[config.mk]
export PLATFORM = sky130hd
export DESIGN_NAME = crc16_command_frame_parser
export DESIGN_NICKNAME = d
export VERILOG_FILES = /design/src/hdl/cfp_pkg.sv /design/src/hdl/crc16_command_frame_parser.sv /design/src/hdl/cfp_fifo.sv /design/src/hdl/cfp_front.sv /design/src/hdl/cfp_back.sv
export SDC_FILE = /design/constraint.sdc
export NUM_CORES = 1
export LEC_CHECK = 0
export BUFFER_PORTS_ARGS = -buffer_cell sky130_fd_sc_hd__buf_2
export CAP_MARGIN = 30
export CORE_MARGIN = 1.5
export CORE_UTILIZATION = 56
export DETAILED_ROUTE_END_ITERATION = 8
export HOLD_SLACK_MARGIN = 0.02
export PLACE_DENSITY = 0.76
export RECOVER_POWER = 50
export SLEW_MARGIN = 20
export SYNTH_ARGS = -nofsm -noshare
export SYNTH_HDL_FRONTEND = slang
export SYNTH_HIERARCHICAL = 1
export SYNTH_SLANG_ARGS = --single-unit
[constraint.sdc]
create_clock -name clk -period 4.9 [get_ports clk]
set_input_delay 0.735 -clock clk [delete_from_list [all_inputs] [get_ports clk]]
set_output_delay 0.735 -clock clk [all_outputs]
set_load 0.01 [all_outputs]
[src/hdl/cfp_pkg.sv]
// ----------------------------------------------------------------------------
// cfp_pkg
// Shared types, constants and the CRC-16/Modbus byte update for the command
// frame parser.
// ----------------------------------------------------------------------------
package cfp_pkg;

    // frame layout
    localparam int FRAME_LEN = 9;
    localparam int CRC_LEN   = 7;
    localparam int REPLY_LEN = 6;

    // protocol constants
    localparam logic [15:0] CRC_INIT     = 16'hFFFF;
    localparam logic [15:0] CRC_POLY     = 16'hA001;
    localparam logic [7:0]  FUNC_CODE    = 8'h02;
    localparam logic [7:0]  DEV_FAN      = 8'h01;
    localparam logic [7:0]  DEV_EXHAUST  = 8'h02;
    localparam logic [7:0]  DEV_MANUAL   = 8'h03;
    localparam logic [7:0]  STAT_OK      = 8'h01;
    localparam logic [7:0]  STAT_CRC_ERR = 8'h02;
    localparam logic [7:0]  CODE_BAD_DEV = 8'hFF;
    localparam logic [7:0]  CODE_BAD_ADR = 8'hFE;
    localparam logic [7:0]  DUTY_MAX     = 8'd100;

    // reset values of the settings
    localparam logic [6:0]  DUTY_RESET    = 7'd13;
    localparam logic [15:0] ON_RESET      = 16'd500;
    localparam logic [15:0] INTERVAL_RESET = 16'd12000;

    // configuration register indexes
    localparam logic [0:0] REG_RX_ADDRESS = 1'b0;
    localparam logic [0:0] REG_TX_ADDRESS = 1'b1;

    // classification of a finished frame
    typedef enum logic [2:0] {
        K_BAD_ADDR,
        K_UNKNOWN,
        K_FAN,
        K_EXHAUST,
        K_MANUAL
    } kind_t;

    // request passed from the front to the back
    typedef struct packed {
        kind_t       kind;
        logic [15:0] crc;       // crc over the bytes actually received (up to 7)
        logic [2:0]  pad;       // zero bytes still to fold into crc
        logic [15:0] got;       // received crc, high byte first
        logic [7:0]  duty;
        logic [15:0] on_time;
        logic [15:0] interval;
    } cmd_t;

    // one reply byte with the settings that go along with it
    typedef struct packed {
        logic [7:0]  tx_byte;
        logic        last;
        logic [6:0]  fan_duty;
        logic [15:0] exhaust_on_time;
        logic [15:0] exhaust_interval;
        logic        manual_trigger;
    } reply_t;

    // crc-16/modbus update by one byte, lsb first
    function automatic logic [15:0] crc16_update(input logic [15:0] crc_in,
                                                 input logic [7:0] data);
        logic [15:0] c;
        c = crc_in ^ {8'h00, data};
        for (int b = 0; b < 8; b++)
        begin
            if (c[0])
            begin
                c = (c >> 1) ^ CRC_POLY;
            end
            else
            begin
                c = c >> 1;
            end
        end
        return c;
    endfunction

endpackage

[src/hdl/crc16_command_frame_parser.sv]
// ----------------------------------------------------------------------------
// crc16_command_frame_parser
// Command frame parser with crc-16/modbus check and six-byte reply.
// ----------------------------------------------------------------------------
// Input: one byte per cycle, sustained; full rises only while the request queue is full.
// Path: with the back idle, a finished request passes the request queue to the back,
// which folds a zero byte into the crc per byte missing below seven (zero fill).
// Reply: six bytes, one per cycle while the reply queue has room, then the next request.
// Reset: rst_n empties queues, zeroes counters, loads reset settings; no clearing pass.
module crc16_command_frame_parser import cfp_pkg::*; #(
    parameter int CMD_DEPTH = 2,
    parameter int OUT_DEPTH = 2
) (
    input  logic        clk,
    input  logic        rst_n,
    input  logic        push,
    output logic        full,
    input  logic [7:0]  rx_byte,
    input  logic        frame_end,
    output logic        empty,
    input  logic        pop,
    output logic [7:0]  tx_byte,
    output logic        last,
    output logic [6:0]  fan_duty,
    output logic [15:0] exhaust_on_time,
    output logic [15:0] exhaust_interval,
    output logic        manual_trigger,
    input  logic        cfg_write,
    input  logic [0:0]  cfg_index,
    input  logic [7:0]  cfg_data
);

    logic   [7:0] rx_address_reg;
    logic   [7:0] tx_address_reg;
    logic         accept;
    logic         cmd_push;
    cmd_t         cmd_in;
    logic         cmd_full;
    logic         cmd_empty;
    logic         cmd_pop;
    cmd_t         cmd_out;
    logic         out_push;
    logic         out_full;
    reply_t       out_in;
    reply_t       out_head;

    assign full   = cmd_full;
    assign accept = push && !cmd_full;

    // configuration registers
    always_ff @(posedge clk or negedge rst_n)
    begin
        if (!rst_n)
        begin
            rx_address_reg <= 8'h0C;
            tx_address_reg <= 8'h0E;
        end
        else if (cfg_write)
        begin
            case (cfg_index)
                REG_RX_ADDRESS: rx_address_reg <= cfg_data;
                REG_TX_ADDRESS: tx_address_reg <= cfg_data;
                default:        rx_address_reg <= rx_address_reg;
            endcase
        end
    end

    // front: byte collection and classification
    cfp_front u_front (
        .clk        (clk),
        .rst_n      (rst_n),
        .accept     (accept),
        .rx_byte    (rx_byte),
        .frame_end  (frame_end),
        .rx_address (rx_address_reg),
        .cmd_push   (cmd_push),
        .cmd_data   (cmd_in)
    );

    // request queue between front and back
    cfp_fifo #(
        .WIDTH ($bits(cmd_t)),
        .DEPTH (CMD_DEPTH)
    ) u_cmd_fifo (
        .clk   (clk),
        .rst_n (rst_n),
        .push  (cmd_push),
        .din   (cmd_in),
        .full  (cmd_full),
        .pop   (cmd_pop),
        .dout  (cmd_out),
        .empty (cmd_empty)
    );

    // back: settings update and reply generation
    cfp_back u_back (
        .clk        (clk),
        .rst_n      (rst_n),
        .cmd_empty  (cmd_empty),
        .cmd_data   (cmd_out),
        .cmd_pop    (cmd_pop),
        .tx_address (tx_address_reg),
        .out_full   (out_full),
        .out_push   (out_push),
        .out_data   (out_in)
    );

    // reply queue
    cfp_fifo #(
        .WIDTH ($bits(reply_t)),
        .DEPTH (OUT_DEPTH)
    ) u_out_fifo (
        .clk   (clk),
        .rst_n (rst_n),
        .push  (out_push),
        .din   (out_in),
        .full  (out_full),
        .pop   (pop),
        .dout  (out_head),
        .empty (empty)
    );

    assign tx_byte          = out_head.tx_byte;
    assign last             = out_head.last;
    assign fan_duty         = out_head.fan_duty;
    assign exhaust_on_time  = out_head.exhaust_on_time;
    assign exhaust_interval = out_head.exhaust_interval;
    assign manual_trigger   = out_head.manual_trigger;

endmodule

[src/hdl/cfp_fifo.sv]
// ----------------------------------------------------------------------------
// cfp_fifo
// Small register queue with push/full and pop/empty sides.
// ----------------------------------------------------------------------------
module cfp_fifo #(
    parameter int WIDTH = 8,
    parameter int DEPTH = 2
) (
    input  logic             clk,
    input  logic             rst_n,
    input  logic             push,
    input  logic [WIDTH-1:0] din,
    output logic             full,
    input  logic             pop,
    output logic [WIDTH-1:0] dout,
    output logic             empty
);

    localparam int AW = (DEPTH > 1) ? $clog2(DEPTH) : 1;
    localparam int CW = $clog2(DEPTH + 1);

    logic [WIDTH-1:0] mem_reg [DEPTH];
    logic [AW-1:0]    wr_ptr_reg;
    logic [AW-1:0]    rd_ptr_reg;
    logic [CW-1:0]    count_reg;
    logic             push_ok;
    logic             pop_ok;

    assign full    = (count_reg == CW'(DEPTH));
    assign empty   = (count_reg == '0);
    assign push_ok = push && !full;
    assign pop_ok  = pop && !empty;
    assign dout    = mem_reg[rd_ptr_reg];

    // pointers and fill count
    always_ff @(posedge clk or negedge rst_n)
    begin
        if (!rst_n)
        begin
            wr_ptr_reg <= '0;
            rd_ptr_reg <= '0;
            count_reg  <= '0;
        end
        else
        begin
            if (push_ok)
            begin
                wr_ptr_reg <= (wr_ptr_reg == AW'(DEPTH - 1)) ? '0 : wr_ptr_reg + 1'b1;
            end
            if (pop_ok)
            begin
                rd_ptr_reg <= (rd_ptr_reg == AW'(DEPTH - 1)) ? '0 : rd_ptr_reg + 1'b1;
            end
            if (push_ok && !pop_ok)
            begin
                count_reg <= count_reg + 1'b1;
            end
            else if (pop_ok && !push_ok)
            begin
                count_reg <= count_reg - 1'b1;
            end
        end
    end

    // storage
    always_ff @(posedge clk)
    begin
        if (push_ok)
        begin
            mem_reg[wr_ptr_reg] <= din;
        end
    end

endmodule

[src/hdl/cfp_front.sv]
// ----------------------------------------------------------------------------
// cfp_front
// Collects frame bytes, runs the crc over bytes 0 to 6 as they arrive and
// classifies the frame into a request at its last byte.
// ----------------------------------------------------------------------------
module cfp_front import cfp_pkg::*; (
    input  logic       clk,
    input  logic       rst_n,
    input  logic       accept,
    input  logic [7:0] rx_byte,
    input  logic       frame_end,
    input  logic [7:0] rx_address,
    output logic       cmd_push,
    output cmd_t       cmd_data
);

    logic [3:0]  byte_count_reg;
    logic [15:0] crc_reg;
    logic [7:0]  frame_reg [FRAME_LEN];
    logic [7:0]  cur [FRAME_LEN];
    logic [15:0] crc_step;
    logic        in_crc;
    logic        addr_ok;

    assign in_crc   = (byte_count_reg < 4'(CRC_LEN));
    assign crc_step = crc16_update(crc_reg, rx_byte);
    assign cmd_push = accept && frame_end;

    // frame view with the current byte merged in, missing bytes as zero
    always_comb
    begin
        for (int i = 0; i < FRAME_LEN; i++)
        begin
            if (4'(i) < byte_count_reg)
            begin
                cur[i] = frame_reg[i];
            end
            else if (4'(i) == byte_count_reg)
            begin
                cur[i] = rx_byte;
            end
            else
            begin
                cur[i] = 8'h00;
            end
        end
    end

    // classify the frame
    always_comb
    begin
        addr_ok           = (cur[0] == rx_address) && (cur[1] == FUNC_CODE);
        cmd_data.crc      = in_crc ? crc_step : crc_reg;
        cmd_data.pad      = in_crc ? 3'(4'(CRC_LEN - 1) - byte_count_reg) : 3'd0;
        cmd_data.got      = {cur[7], cur[8]};
        cmd_data.duty     = cur[6];
        cmd_data.on_time  = {cur[3], cur[4]};
        cmd_data.interval = {cur[5], cur[6]};
        if (!addr_ok)
        begin
            cmd_data.kind = K_BAD_ADDR;
        end
        else if (cur[2] == DEV_FAN)
        begin
            cmd_data.kind = K_FAN;
        end
        else if (cur[2] == DEV_EXHAUST)
        begin
            cmd_data.kind = K_EXHAUST;
        end
        else if (cur[2] == DEV_MANUAL)
        begin
            cmd_data.kind = K_MANUAL;
        end
        else
        begin
            cmd_data.kind = K_UNKNOWN;
        end
    end

    // byte count and running crc
    always_ff @(posedge clk or negedge rst_n)
    begin
        if (!rst_n)
        begin
            byte_count_reg <= '0;
            crc_reg        <= CRC_INIT;
        end
        else if (accept)
        begin
            if (frame_end)
            begin
                byte_count_reg <= '0;
                crc_reg        <= CRC_INIT;
            end
            else
            begin
                if (byte_count_reg < 4'(FRAME_LEN))
                begin
                    byte_count_reg <= byte_count_reg + 1'b1;
                end
                if (in_crc)
                begin
                    crc_reg <= crc_step;
                end
            end
        end
    end

    // frame bytes
    always_ff @(posedge clk)
    begin
        for (int i = 0; i < FRAME_LEN; i++)
        begin
            if (accept && (4'(i) == byte_count_reg))
            begin
                frame_reg[i] <= rx_byte;
            end
        end
    end

endmodule

[src/hdl/cfp_back.sv]
// ----------------------------------------------------------------------------
// cfp_back
// Finishes the frame crc, applies the request to the settings, emits six reply
// bytes one per cycle while the reply queue has room and builds the reply crc.
// ----------------------------------------------------------------------------
module cfp_back import cfp_pkg::*; (
    input  logic       clk,
    input  logic       rst_n,
    input  logic       cmd_empty,
    input  cmd_t       cmd_data,
    output logic       cmd_pop,
    input  logic [7:0] tx_address,
    input  logic       out_full,
    output logic       out_push,
    output reply_t     out_data
);

    typedef enum logic [1:0] {
        S_IDLE,
        S_PAD,
        S_REPLY
    } state_t;

    state_t      state_reg, state_next;
    cmd_t        cmd_reg, cmd_next;
    logic [2:0]  pad_reg, pad_next;
    logic [2:0]  idx_reg, idx_next;
    logic [15:0] crc_reg, crc_next;
    logic [15:0] rcrc_reg, rcrc_next;
    logic [7:0]  id_reg, id_next;
    logic [7:0]  status_reg, status_next;
    logic [6:0]  duty_reg, duty_next;
    logic [15:0] on_reg, on_next;
    logic [15:0] int_reg, int_next;
    logic        manual_reg, manual_next;
    logic        crc_ok;
    logic        load;
    logic [7:0]  byte_sel;

    assign crc_ok = (crc_reg == cmd_reg.got);

    // sequencer and reply build
    always_comb
    begin
        state_next  = state_reg;
        cmd_next    = cmd_reg;
        pad_next    = pad_reg;
        idx_next    = idx_reg;
        crc_next    = crc_reg;
        rcrc_next   = rcrc_reg;
        id_next     = id_reg;
        status_next = status_reg;
        duty_next   = duty_reg;
        on_next     = on_reg;
        int_next    = int_reg;
        manual_next = manual_reg;
        load        = 1'b0;
        out_push    = 1'b0;
        byte_sel    = 8'h00;

        case (state_reg)
            S_IDLE:
            begin
                load = !cmd_empty;
            end
            S_PAD:
            begin
                crc_next = crc16_update(crc_reg, 8'h00);
                pad_next = pad_reg - 1'b1;
                if (pad_reg == 3'd1)
                begin
                    state_next = S_REPLY;
                end
            end
            S_REPLY:
            begin
                if (!out_full)
                begin
                    out_push = 1'b1;
                    idx_next = idx_reg + 1'b1;
                    case (idx_reg)
                        3'd0:
                        begin
                            byte_sel    = tx_address;
                            manual_next = 1'b0;
                            case (cmd_reg.kind)
                                K_BAD_ADDR:
                                begin
                                    id_next     = CODE_BAD_ADR;
                                    status_next = CODE_BAD_ADR;
                                end
                                K_FAN:
                                begin
                                    id_next     = DEV_FAN;
                                    status_next = crc_ok ? STAT_OK : STAT_CRC_ERR;
                                    if (crc_ok)
                                    begin
                                        duty_next = (cmd_reg.duty >= DUTY_MAX) ?
                                                    DUTY_MAX[6:0] : cmd_reg.duty[6:0];
                                    end
                                end
                                K_EXHAUST:
                                begin
                                    id_next     = DEV_EXHAUST;
                                    status_next = crc_ok ? STAT_OK : STAT_CRC_ERR;
                                    if (crc_ok)
                                    begin
                                        on_next  = cmd_reg.on_time;
                                        int_next = cmd_reg.interval;
                                    end
                                end
                                K_MANUAL:
                                begin
                                    id_next     = DEV_MANUAL;
                                    status_next = crc_ok ? STAT_OK : STAT_CRC_ERR;
                                    manual_next = crc_ok;
                                end
                                default:
                                begin
                                    id_next     = CODE_BAD_DEV;
                                    status_next = CODE_BAD_DEV;
                                end
                            endcase
                            rcrc_next = crc16_update(CRC_INIT, byte_sel);
                        end
                        3'd1:
                        begin
                            byte_sel  = FUNC_CODE;
                            rcrc_next = crc16_update(rcrc_reg, byte_sel);
                        end
                        3'd2:
                        begin
                            byte_sel  = id_reg;
                            rcrc_next = crc16_update(rcrc_reg, byte_sel);
                        end
                        3'd3:
                        begin
                            byte_sel  = status_reg;
                            rcrc_next = crc16_update(rcrc_reg, byte_sel);
                        end
                        3'd4:
                        begin
                            byte_sel = rcrc_reg[15:8];
                        end
                        default:
                        begin
                            byte_sel = rcrc_reg[7:0];
                            if (cmd_empty)
                            begin
                                state_next = S_IDLE;
                            end
                            else
                            begin
                                load = 1'b1;
                            end
                        end
                    endcase
                end
            end
            default:
            begin
                state_next = S_IDLE;
            end
        endcase

        // take the next request
        if (load)
        begin
            cmd_next   = cmd_data;
            crc_next   = cmd_data.crc;
            pad_next   = cmd_data.pad;
            idx_next   = 3'd0;
            state_next = (cmd_data.pad == 3'd0) ? S_REPLY : S_PAD;
        end
    end

    assign cmd_pop = load;

    // reply entry carries the settings as they stand after this frame
    always_comb
    begin
        out_data.tx_byte          = byte_sel;
        out_data.last             = (idx_reg == 3'(REPLY_LEN - 1));
        out_data.fan_duty         = duty_next;
        out_data.exhaust_on_time  = on_next;
        out_data.exhaust_interval = int_next;
        out_data.manual_trigger   = manual_next;
    end

    // state and settings
    always_ff @(posedge clk or negedge rst_n)
    begin
        if (!rst_n)
        begin
            state_reg  <= S_IDLE;
            pad_reg    <= '0;
            idx_reg    <= '0;
            duty_reg   <= DUTY_RESET;
            on_reg     <= ON_RESET;
            int_reg    <= INTERVAL_RESET;
            manual_reg <= 1'b0;
        end
        else
        begin
            state_reg  <= state_next;
            pad_reg    <= pad_next;
            idx_reg    <= idx_next;
            duty_reg   <= duty_next;
            on_reg     <= on_next;
            int_reg    <= int_next;
            manual_reg <= manual_next;
        end
    end

    // request payload and crc work registers
    always_ff @(posedge clk)
    begin
        cmd_reg    <= cmd_next;
        crc_reg    <= crc_next;
        rcrc_reg   <= rcrc_next;
        id_reg     <= id_next;
        status_reg <= status_next;
    end

endmodule

==> results of run 1 <==
## power groups by stage
stage / Clock, mW / Combinational (mW) / Sequential (mW)
final: 3.67 / 4.43 / 6.67
after global routing: 3.92 / 4.85 / 6.76
after detailed placement: 0 / 4.41 / 6.77
after CTS: 3.75 / 4.46 / 6.69
after global placement: 0 / 4.21 / 6.78
after floorplan: 0 / 3.69 / 6.44
## cells in the final DEF, fill, tap and decap left out, types with 25 or more instances in the layout
cell type and n:
clkbuf_16 49, nand2_1 131, mux2_1 25, edfxtp_1 422, nor2_1 41, inv_1 33, buf_2 63, o21ai_0 65
a21oi_1 31, dfstp_2 37, mux2_2 109, dfrtp_1 55, xor2_1 49, clkbuf_1 33, mux2_4 52, xnor2_1 55
a22o_1 32
## layout make-up
type / instances / area, sq um
multi-input cells: 766 / 6136
inverters: 34 / 127.6
fillers: 2729 / 14580
repair buffers: 98 / 551.8
flip-flops and latches: 514 / 15020
clock inverters: 15 / 150.1
well taps: 518 / 648.1
clock buffers: 74 / 1430
## metal layers
layer	global-route usage	routed length (um)
met1	0.2677	17120
met2	0.3372	19640
met3	0.03182	1857
met4	0.07197	1054
met5	0	0
## per-stage QoR
step	worst slack (ns)	utilization	power [mW]	hold WS, ns
2_1_floorplan	0.7564	-	10.12	0.4394
3_3_place_gp	1.112	0.5841	10.99	0.4879
3_5_place_dp	0.9768	0.5848	11.19	0.4949
4_1_cts	0.9303	0.6257	14.90	0.3379
5_1_grt	0.6698	0.6227	15.53	0.3784
6_report	0.9283	0.6227	14.77	0.3895
## final timing paths
path / end / slack, ns / cells after the start
setup / recovery: u_cmd_fifo/mem_reg[0][47]$_DFFE_PP_ / 0.93 / 7
hold / removal: rx_address_reg[1]$_DFFE_PN0P_ / 0.39 / 2
setup reg to reg: u_cmd_fifo/mem_reg[0][47]$_DFFE_PP_ / 0.93 / 7
hold reg to reg: u_front/crc_reg[0]$_DFFE_PN1P_ / 0.51 / 2
max in group asynchronous: u_out_fifo/count_reg[1]$_DFFE_PN0P_ / 2.15 / 3
min in group asynchronous: u_front/crc_reg[11]$_DFFE_PN1P_ / 0.86 / 1
## kinds of logic after synthesis
| group | share of synthesized area |
|---|---|
| flip-flops | 0.6860 |
| AND/OR/NAND/NOR | 0.05617 |
| multiplexers | 0.1140 |
| AO/OA/AOI/OAI | 0.05366 |
| buffers and inverters | 0.02977 |
| XOR/XNOR | 0.05292 |
| adder cells (fa/ha/maj) | 0.007429 |
==> flow_summary.json, run 1 <==
{
  "status": "finished, violations left",
  "violations": "capacitance limit, slew limit",
  "insertion_delay_ns": 0.57,
  "seqPwrFrac": 0.452,
  "path_buf_inv": 2,
  "async_flop_share": 0.1790,
  "synth_area_leaders": "edfxtp_1 (58%), dfrtp_1 (6.3%), mux2_2 (6.0%), mux2_4 (4.6%), dfstp_2 (4.4%)",
  "crit_path_max_incr_delay_ns": 1.72,
  "setup_viol": 0,
  "ys_seq_elements": 514,
  "yosys-top-cells-count": "edfxtp_1 (422), nand2_1 (130), mux2_2 (116)",
  "placed_cells": 1927,
  "yosysUniqueCellTypes": 72,
  "post_cts_buffers": 0,
  "grt-ovfl-total": 0,
  "vdd_ir_drop_max_mv": 0.6029,
  "crit_arrival_ns": 4.20,
  "ios": 74,
  "track_usage": 0.2009,
  "die_h_um": 200.7,
  "dpl_cell_area_sq_mm": 0.02260,
  "dieArea_sq_mm": 0.04029,
  "synthCells": 1396,
  "grt_pass1_wl_um": 63090,
  "worstPathCellList": "nand2b_1, inv_1, nor2b_1, and2_0, nand2_1, nor2_1, buf_12",
  "clkTransAtPathRegs_ns": 0.06,
  "worstPathMaxFanout": 55,
  "numCtsBuffers": 49,
  "fmax_mhz": 251.8,
  "cts_resized": 0,
  "synth_edf_count": 422,
  "netlist_area_sq_mm": 0.02189,
  "diodes": 0,
  "post-route-period-util": 0.8106,
  "stdcell_count": 2019,
  "start_util": 0.5665,
  "drc": 0,
  "yosysTopAreaCell": "edfxtp_1",
  "drtIter0Drc": 930,
  "nets": 1499,
  "drt-total-wl_um": 39670,
  "htree_levels": 2,
  "r2r-start": "u_cmd_fifo/count_reg[0]$_DFFE_PN0P_",
  "cts_buffer_depth": 3,
  "antenna_found_initial": 0,
  "swShare": 0.3121,
  "finalHoldViolCount": 0,
  "p_clk_frac": 0.249,
  "routed_via_density": 5.606,
  "hold_start": "cfg_data[1]",
  "cp-start-kind": "flop",
  "relSlewSlack": -0.5602,
  "dp_hpwl_um": 24980,
  "holdBufCountCts": 0,
  "crit_start": "u_cmd_fifo/count_reg[0]$_DFFE_PN0P_",
  "wl_per_cell_um": 19.65,
  "synth_top_area_frac": 0.5788,
  "synth.most_common_cell": "edfxtp_1",
  "tns_ns": 0,
  "grt_max_degree": 65,
  "ant_nets": 0,
  "crit_slowest_cell": "nor2_1",
  "final_cell_area_sq_mm": 0.02406,
  "worstPathRequired_ns": 5.12,
  "crit_path_end_kind": "flop",
  "place.port_buffers": 73,
  "grt_pass1_vias": 11540,
  "drive_gt1_frac": 0.2392,
  "p_comb_frac": 0.300,
  "synth_warnings": 6,
  "dr.pass1.iters": 5,
  "row_count": 72,
  "largest_reg_flops": 156,
  "maxSlewViolCount": 201,
  "hold_class": "in -> reg",
  "ys_seq_area_frac": 0.6860,
  "fin_skew_ns": 0.02094,
  "cap_violations": 6,
  "cts_tree": "built",
  "dieWidth_um": 200.7,
  "tightest_slew_ns": 2.332,
  "clock_sinks": 514,
  "path_class": "reg -> reg",
  "powerDensity_mw_per_mm2": 613.9,
  "synth_ff_type": "edfxtp_1",
  "syn_avg_cell_area_sq_um": 15.68,
  "p_leak_nw": 8.798,
  "core-area_sq_mm": 0.03865,
  "vias": 11320,
  "p_sw_mw": 4.612,
  "intPower_mw": 10.16,
  "syn-num-nets": 1432,
  "min_period_ns": 3.972,
  "root_buffer": "clkbuf_16",
  "area_growth_pct": 9.909,
  "routabilityCongestion": 0.8693,
  "cp_top_family": "simple AND/OR/NAND/NOR gates",
  "rsz0062_at_grt": "no"
}
Power figures use the tool's default switching activity.
==> inputs of run 2 (changes only) <==
--- a/config.mk
+++ b/config.mk
@@ -5,6 +5,7 @@
 export SDC_FILE = /design/constraint.sdc
 export NUM_CORES = 1
 export LEC_CHECK = 0
+export ABC_AREA = 1
 export BUFFER_PORTS_ARGS = -buffer_cell sky130_fd_sc_hd__buf_2
 export CAP_MARGIN = 30
 export CORE_MARGIN = 1.5
==> constraint.sdc (replaced) <==
create_clock -name clk -period 3.4 [get_ports clk]
set_input_delay 0.51 -clock clk [delete_from_list [all_inputs] [get_ports clk]]
set_output_delay 0.51 -clock clk [all_outputs]
set_load 0.01 [all_outputs]
==> run 2 against run 1 <==
Hold slack worse by 0.23 ns. Cell count grew 31%. Routed wire length is 16% higher. The flow still finishes with violations (capacitance limit, slew limit). Largest cell class unchanged. Register-to-register slack worse by 0.52 ns. Area after synthesis hardly changed. Power grew 50%. Sequential power rose by 45%. Critical path type unchanged. Clock power rose by 59%.
==> flow_summary.json, run 2 <==
{
  "status": "finished, violations left",
  "violations": "capacitance limit, slew limit",
  "fmax_mhz": 334.4,
  "synth_warnings": 6,
  "relSlewSlack": -0.1395,
  "hold_start": "cfg_data[3]",
  "async_flop_share": 0.1790,
  "stdcell_count": 2636,
  "ios": 74,
  "crit_start": "u_out_fifo/count_reg[1]$_DFFE_PN0P_",
  "path_buf_inv": 4,
  "rsz0062_at_grt": "no",
  "tns_ns": 0,
  "finalHoldViolCount": 0,
  "ys_seq_area_frac": 0.6861,
  "numCtsBuffers": 50,
  "synth.most_common_cell": "nand2_1",
  "holdPathEnd": "rx_address_reg[3]$_DFFE_PN1P_",
  "r2r_end": "u_out_fifo/mem_reg[1][12]$_DFFE_PP_",
  "ant_nets": 0,
  "crit_arrival_ns": 3.18,
  "post_cts_buffers": 0,
  "row_count": 72,
  "nFillCells": 2968,
  "holdPathStages": 3,
  "place.port_buffers": 73,
  "placed_cells": 2540,
  "drtIter0Drc": 1229,
  "met1_length_um": 19430,
  "routed.top_layer": "met4",
  "holdBufCountCts": 0,
  "dieWidth_um": 200.7,
  "intPower_mw": 14.52,
  "diodes": 0,
  "register_area_sq_mm": 0.01502,
  "worstPathCellList": "inv_1, nor2_1, nor2_1, nand2_1, clkbuf_1, inv_1, o21ai_0, nor2_4, clkbuf_4",
  "core-area_sq_mm": 0.03865,
  "cts_resized": 0,
  "maxSlewViolCount": 80,
  "drt-total-wl_um": 46170,
  "worstPathMaxFanout": 49,
  "worst_slack_ns": 0.4096,
  "synth_area_leaders": "edfxtp_1 (58%), nand2_1 (13%), dfrtp_1 (6.3%), dfstp_2 (4.4%), inv_1 (3.0%)",
  "p_leak_nw": 10.28,
  "min_period_ns": 2.990,
  "p_comb_frac": 0.301,
  "worstPathRequired_ns": 3.59,
  "final_cell_mix": "nand2_1 (739), edfxtp_1 (422), inv_1 (176)",
  "syn-num-nets": 2026,
  "clkTransAtPathRegs_ns": 0.06,
  "grt-ovfl-total": 0,
  "die_h_um": 200.7,
  "cp_top_family": "buffers and inverters",
  "ys_seq_elements": 514,
  "p_clk_frac": 0.263,
  "largest_reg_flops": 156,
  "multi_input_area_sq_mm": 0.005645,
  "path_class": "reg -> reg",
  "start_util": 0.5665,
  "wl_met2_um": 22250,
  "vias": 14100,
  "nets": 2112,
  "dp_hpwl_um": 29890,
  "dieArea_sq_mm": 0.04029,
  "netlist_area_sq_mm": 0.02189,
  "yosysTopAreaCell": "edfxtp_1",
  "swShare": 0.3469,
  "place_ws_ns": 0.6017,
  "p_sw_mw": 7.712,
  "cts_buffer_depth": 3,
  "insertion_delay_ns": 0.60,
  "cts_tree": "built",
  "vdd_ir_drop_max_mv": 0.7017,
  "dr.pass1.iters": 6,
  "synth_edf_count": 422,
  "hold_class": "in -> reg",
  "area_growth_pct": 11.50,
  "crit_path_max_incr_delay_ns": 0.46,
  "wl_met3_um": 3323,
  "antenna_found_initial": 1,
  "synthCells": 1990,
  "yosys-top-cells-count": "nand2_1 (736), edfxtp_1 (422), inv_1 (176)",
  "tightest_slew_ns": 1.709,
  "synth_top_area_frac": 0.5788,
  "rrSetupSlack_ns": 0.41,
  "synth_ff_type": "edfxtp_1",
  "post-route-period-util": 0.8795,
  "p_total_mw": 22.23,
  "root_buffer": "clkbuf_16",
  "powerDensity_mw_per_mm2": 910.6,
  "grt_max_degree": 87,
  "reg2reg_depth": 9,
  "crit_path_end_kind": "flop",
  "clock_sinks": 514,
  "seqPwrFrac": 0.436,
  "htree_levels": 2,
  "routabilityCongestion": 0.8661,
  "grt_pass1_vias": 13940,
  "grt_pass1_wl_um": 73540,
  "track_usage": 0.2340,
  "routed_via_density": 5.349,
  "crit_slowest_cell": "clkbuf_1",
  "final_common_cell": "nand2_1",
  "cp-start-kind": "flop",
  "r2r-start": "u_out_fifo/count_reg[1]$_DFFE_PN0P_",
  "cap_violations": 1,
  "setup_viol": 0,
  "drc": 0,
  "wl_per_cell_um": 17.51,
  "syn_avg_cell_area_sq_um": 11.00,
  "yosysUniqueCellTypes": 50,
  "fin_skew_ns": 0.01444,
  "drive_gt1_frac": 0.09821
}
-- run 2: cell types whose count changed after synthesis, sizes merged, moves of 20 or more --
cell	change
o21ai	+75
nand2	+617
inv	+155
xor2	-27
nand3	+68
a22o	-32
mux2	-186
xnor2	-20
nor2	+26
-- run 2: worst max-delay path by stage --
| stage | slack [ns] | cells after the start | end |
|---|---|---|---|
| after floorplan | 0.19 | 9 | u_cmd_fifo/mem_reg[0][0]$_DFFE_PP_ |
| after detailed placement | 0.60 | 13 | u_cmd_fifo/count_reg[1]$_DFFE_PN0P_ |
| final | 0.41 | 9 | u_out_fifo/mem_reg[1][12]$_DFFE_PP_ |
| after global placement | 0.69 | 13 | u_cmd_fifo/count_reg[1]$_DFFE_PN0P_ |
| after CTS | 0.60 | 13 | u_cmd_fifo/count_reg[1]$_DFFE_PN0P_ |
| after global routing | 0.22 | 9 | u_out_fifo/mem_reg[1][14]$_DFFE_PP_ |
-- run 2: worst register-to-register path, cell delays in order (launching register included) --
cell and delay (ns):
dfrtp_1 0.40, inv_1 0.09, nor2_1 0.30, nor2_1 0.12, nand2_1 0.11, clkbuf_1 0.46, inv_1 0.31, o21ai_0 0.25
nor2_4 0.03, clkbuf_4 0.45
-- run 2: final cells by class --
class                   count  area share
clock inverters            22     0.01533
multi-input cells        1214      0.2313
inverters                 189     0.02937
flip-flops and latches    514      0.6154
repair buffers            107     0.02419
clock buffers              72     0.05792
well taps                 518     0.02655
-- run 2: power by group through the flow --
| stage | clock network (mW) | logic, mW | registers [mW] |
|---|---|---|---|
| final | 5.85 | 6.68 | 9.69 |
| after global routing | 6.21 | 7.53 | 9.82 |
| after CTS | 5.97 | 6.84 | 9.69 |
| after detailed placement | 0 | 6.80 | 9.81 |
| after global placement | 0 | 6.59 | 9.75 |
| after floorplan | 0 | 4.96 | 9.54 |
-- run 2: metal layers --
layer | up-vias | track usage
li1 | 6789 | -
met1 | 6758 | 0.3184
met2 | 472 | 0.3847
met3 | 82 | 0.03994
met4 | 0 | 0.08083
met5 | - | 0
-- run 2: metrics by stage --
stage | instance area [sq um] | utilization | hold slack [ns]
2_1_floorplan | 21900 | - | 0.2144
3_3_place_gp | 22770 | 0.5893 | 0.4614
3_5_place_dp | 22770 | 0.5893 | 0.4689
4_1_cts | 24560 | 0.6355 | 0.04448
5_1_grt | 24410 | 0.6316 | 0.1450
6_report | 24410 | 0.6316 | 0.1577
-- run 2: logic make-up (layout without fill, tap and decap cells) --
kind of cell	after synthesis	count (layout)	share of synthesized area
and+or+nand+nor	934	934	0.1757
DFF	514	514	0.6861
buffers and inverters	262	390	0.05349
AOI/OAI and AO/OA	206	206	0.05281
xor gates and xnor gates	61	61	0.02440
adders and majority gates	13	13	0.007430
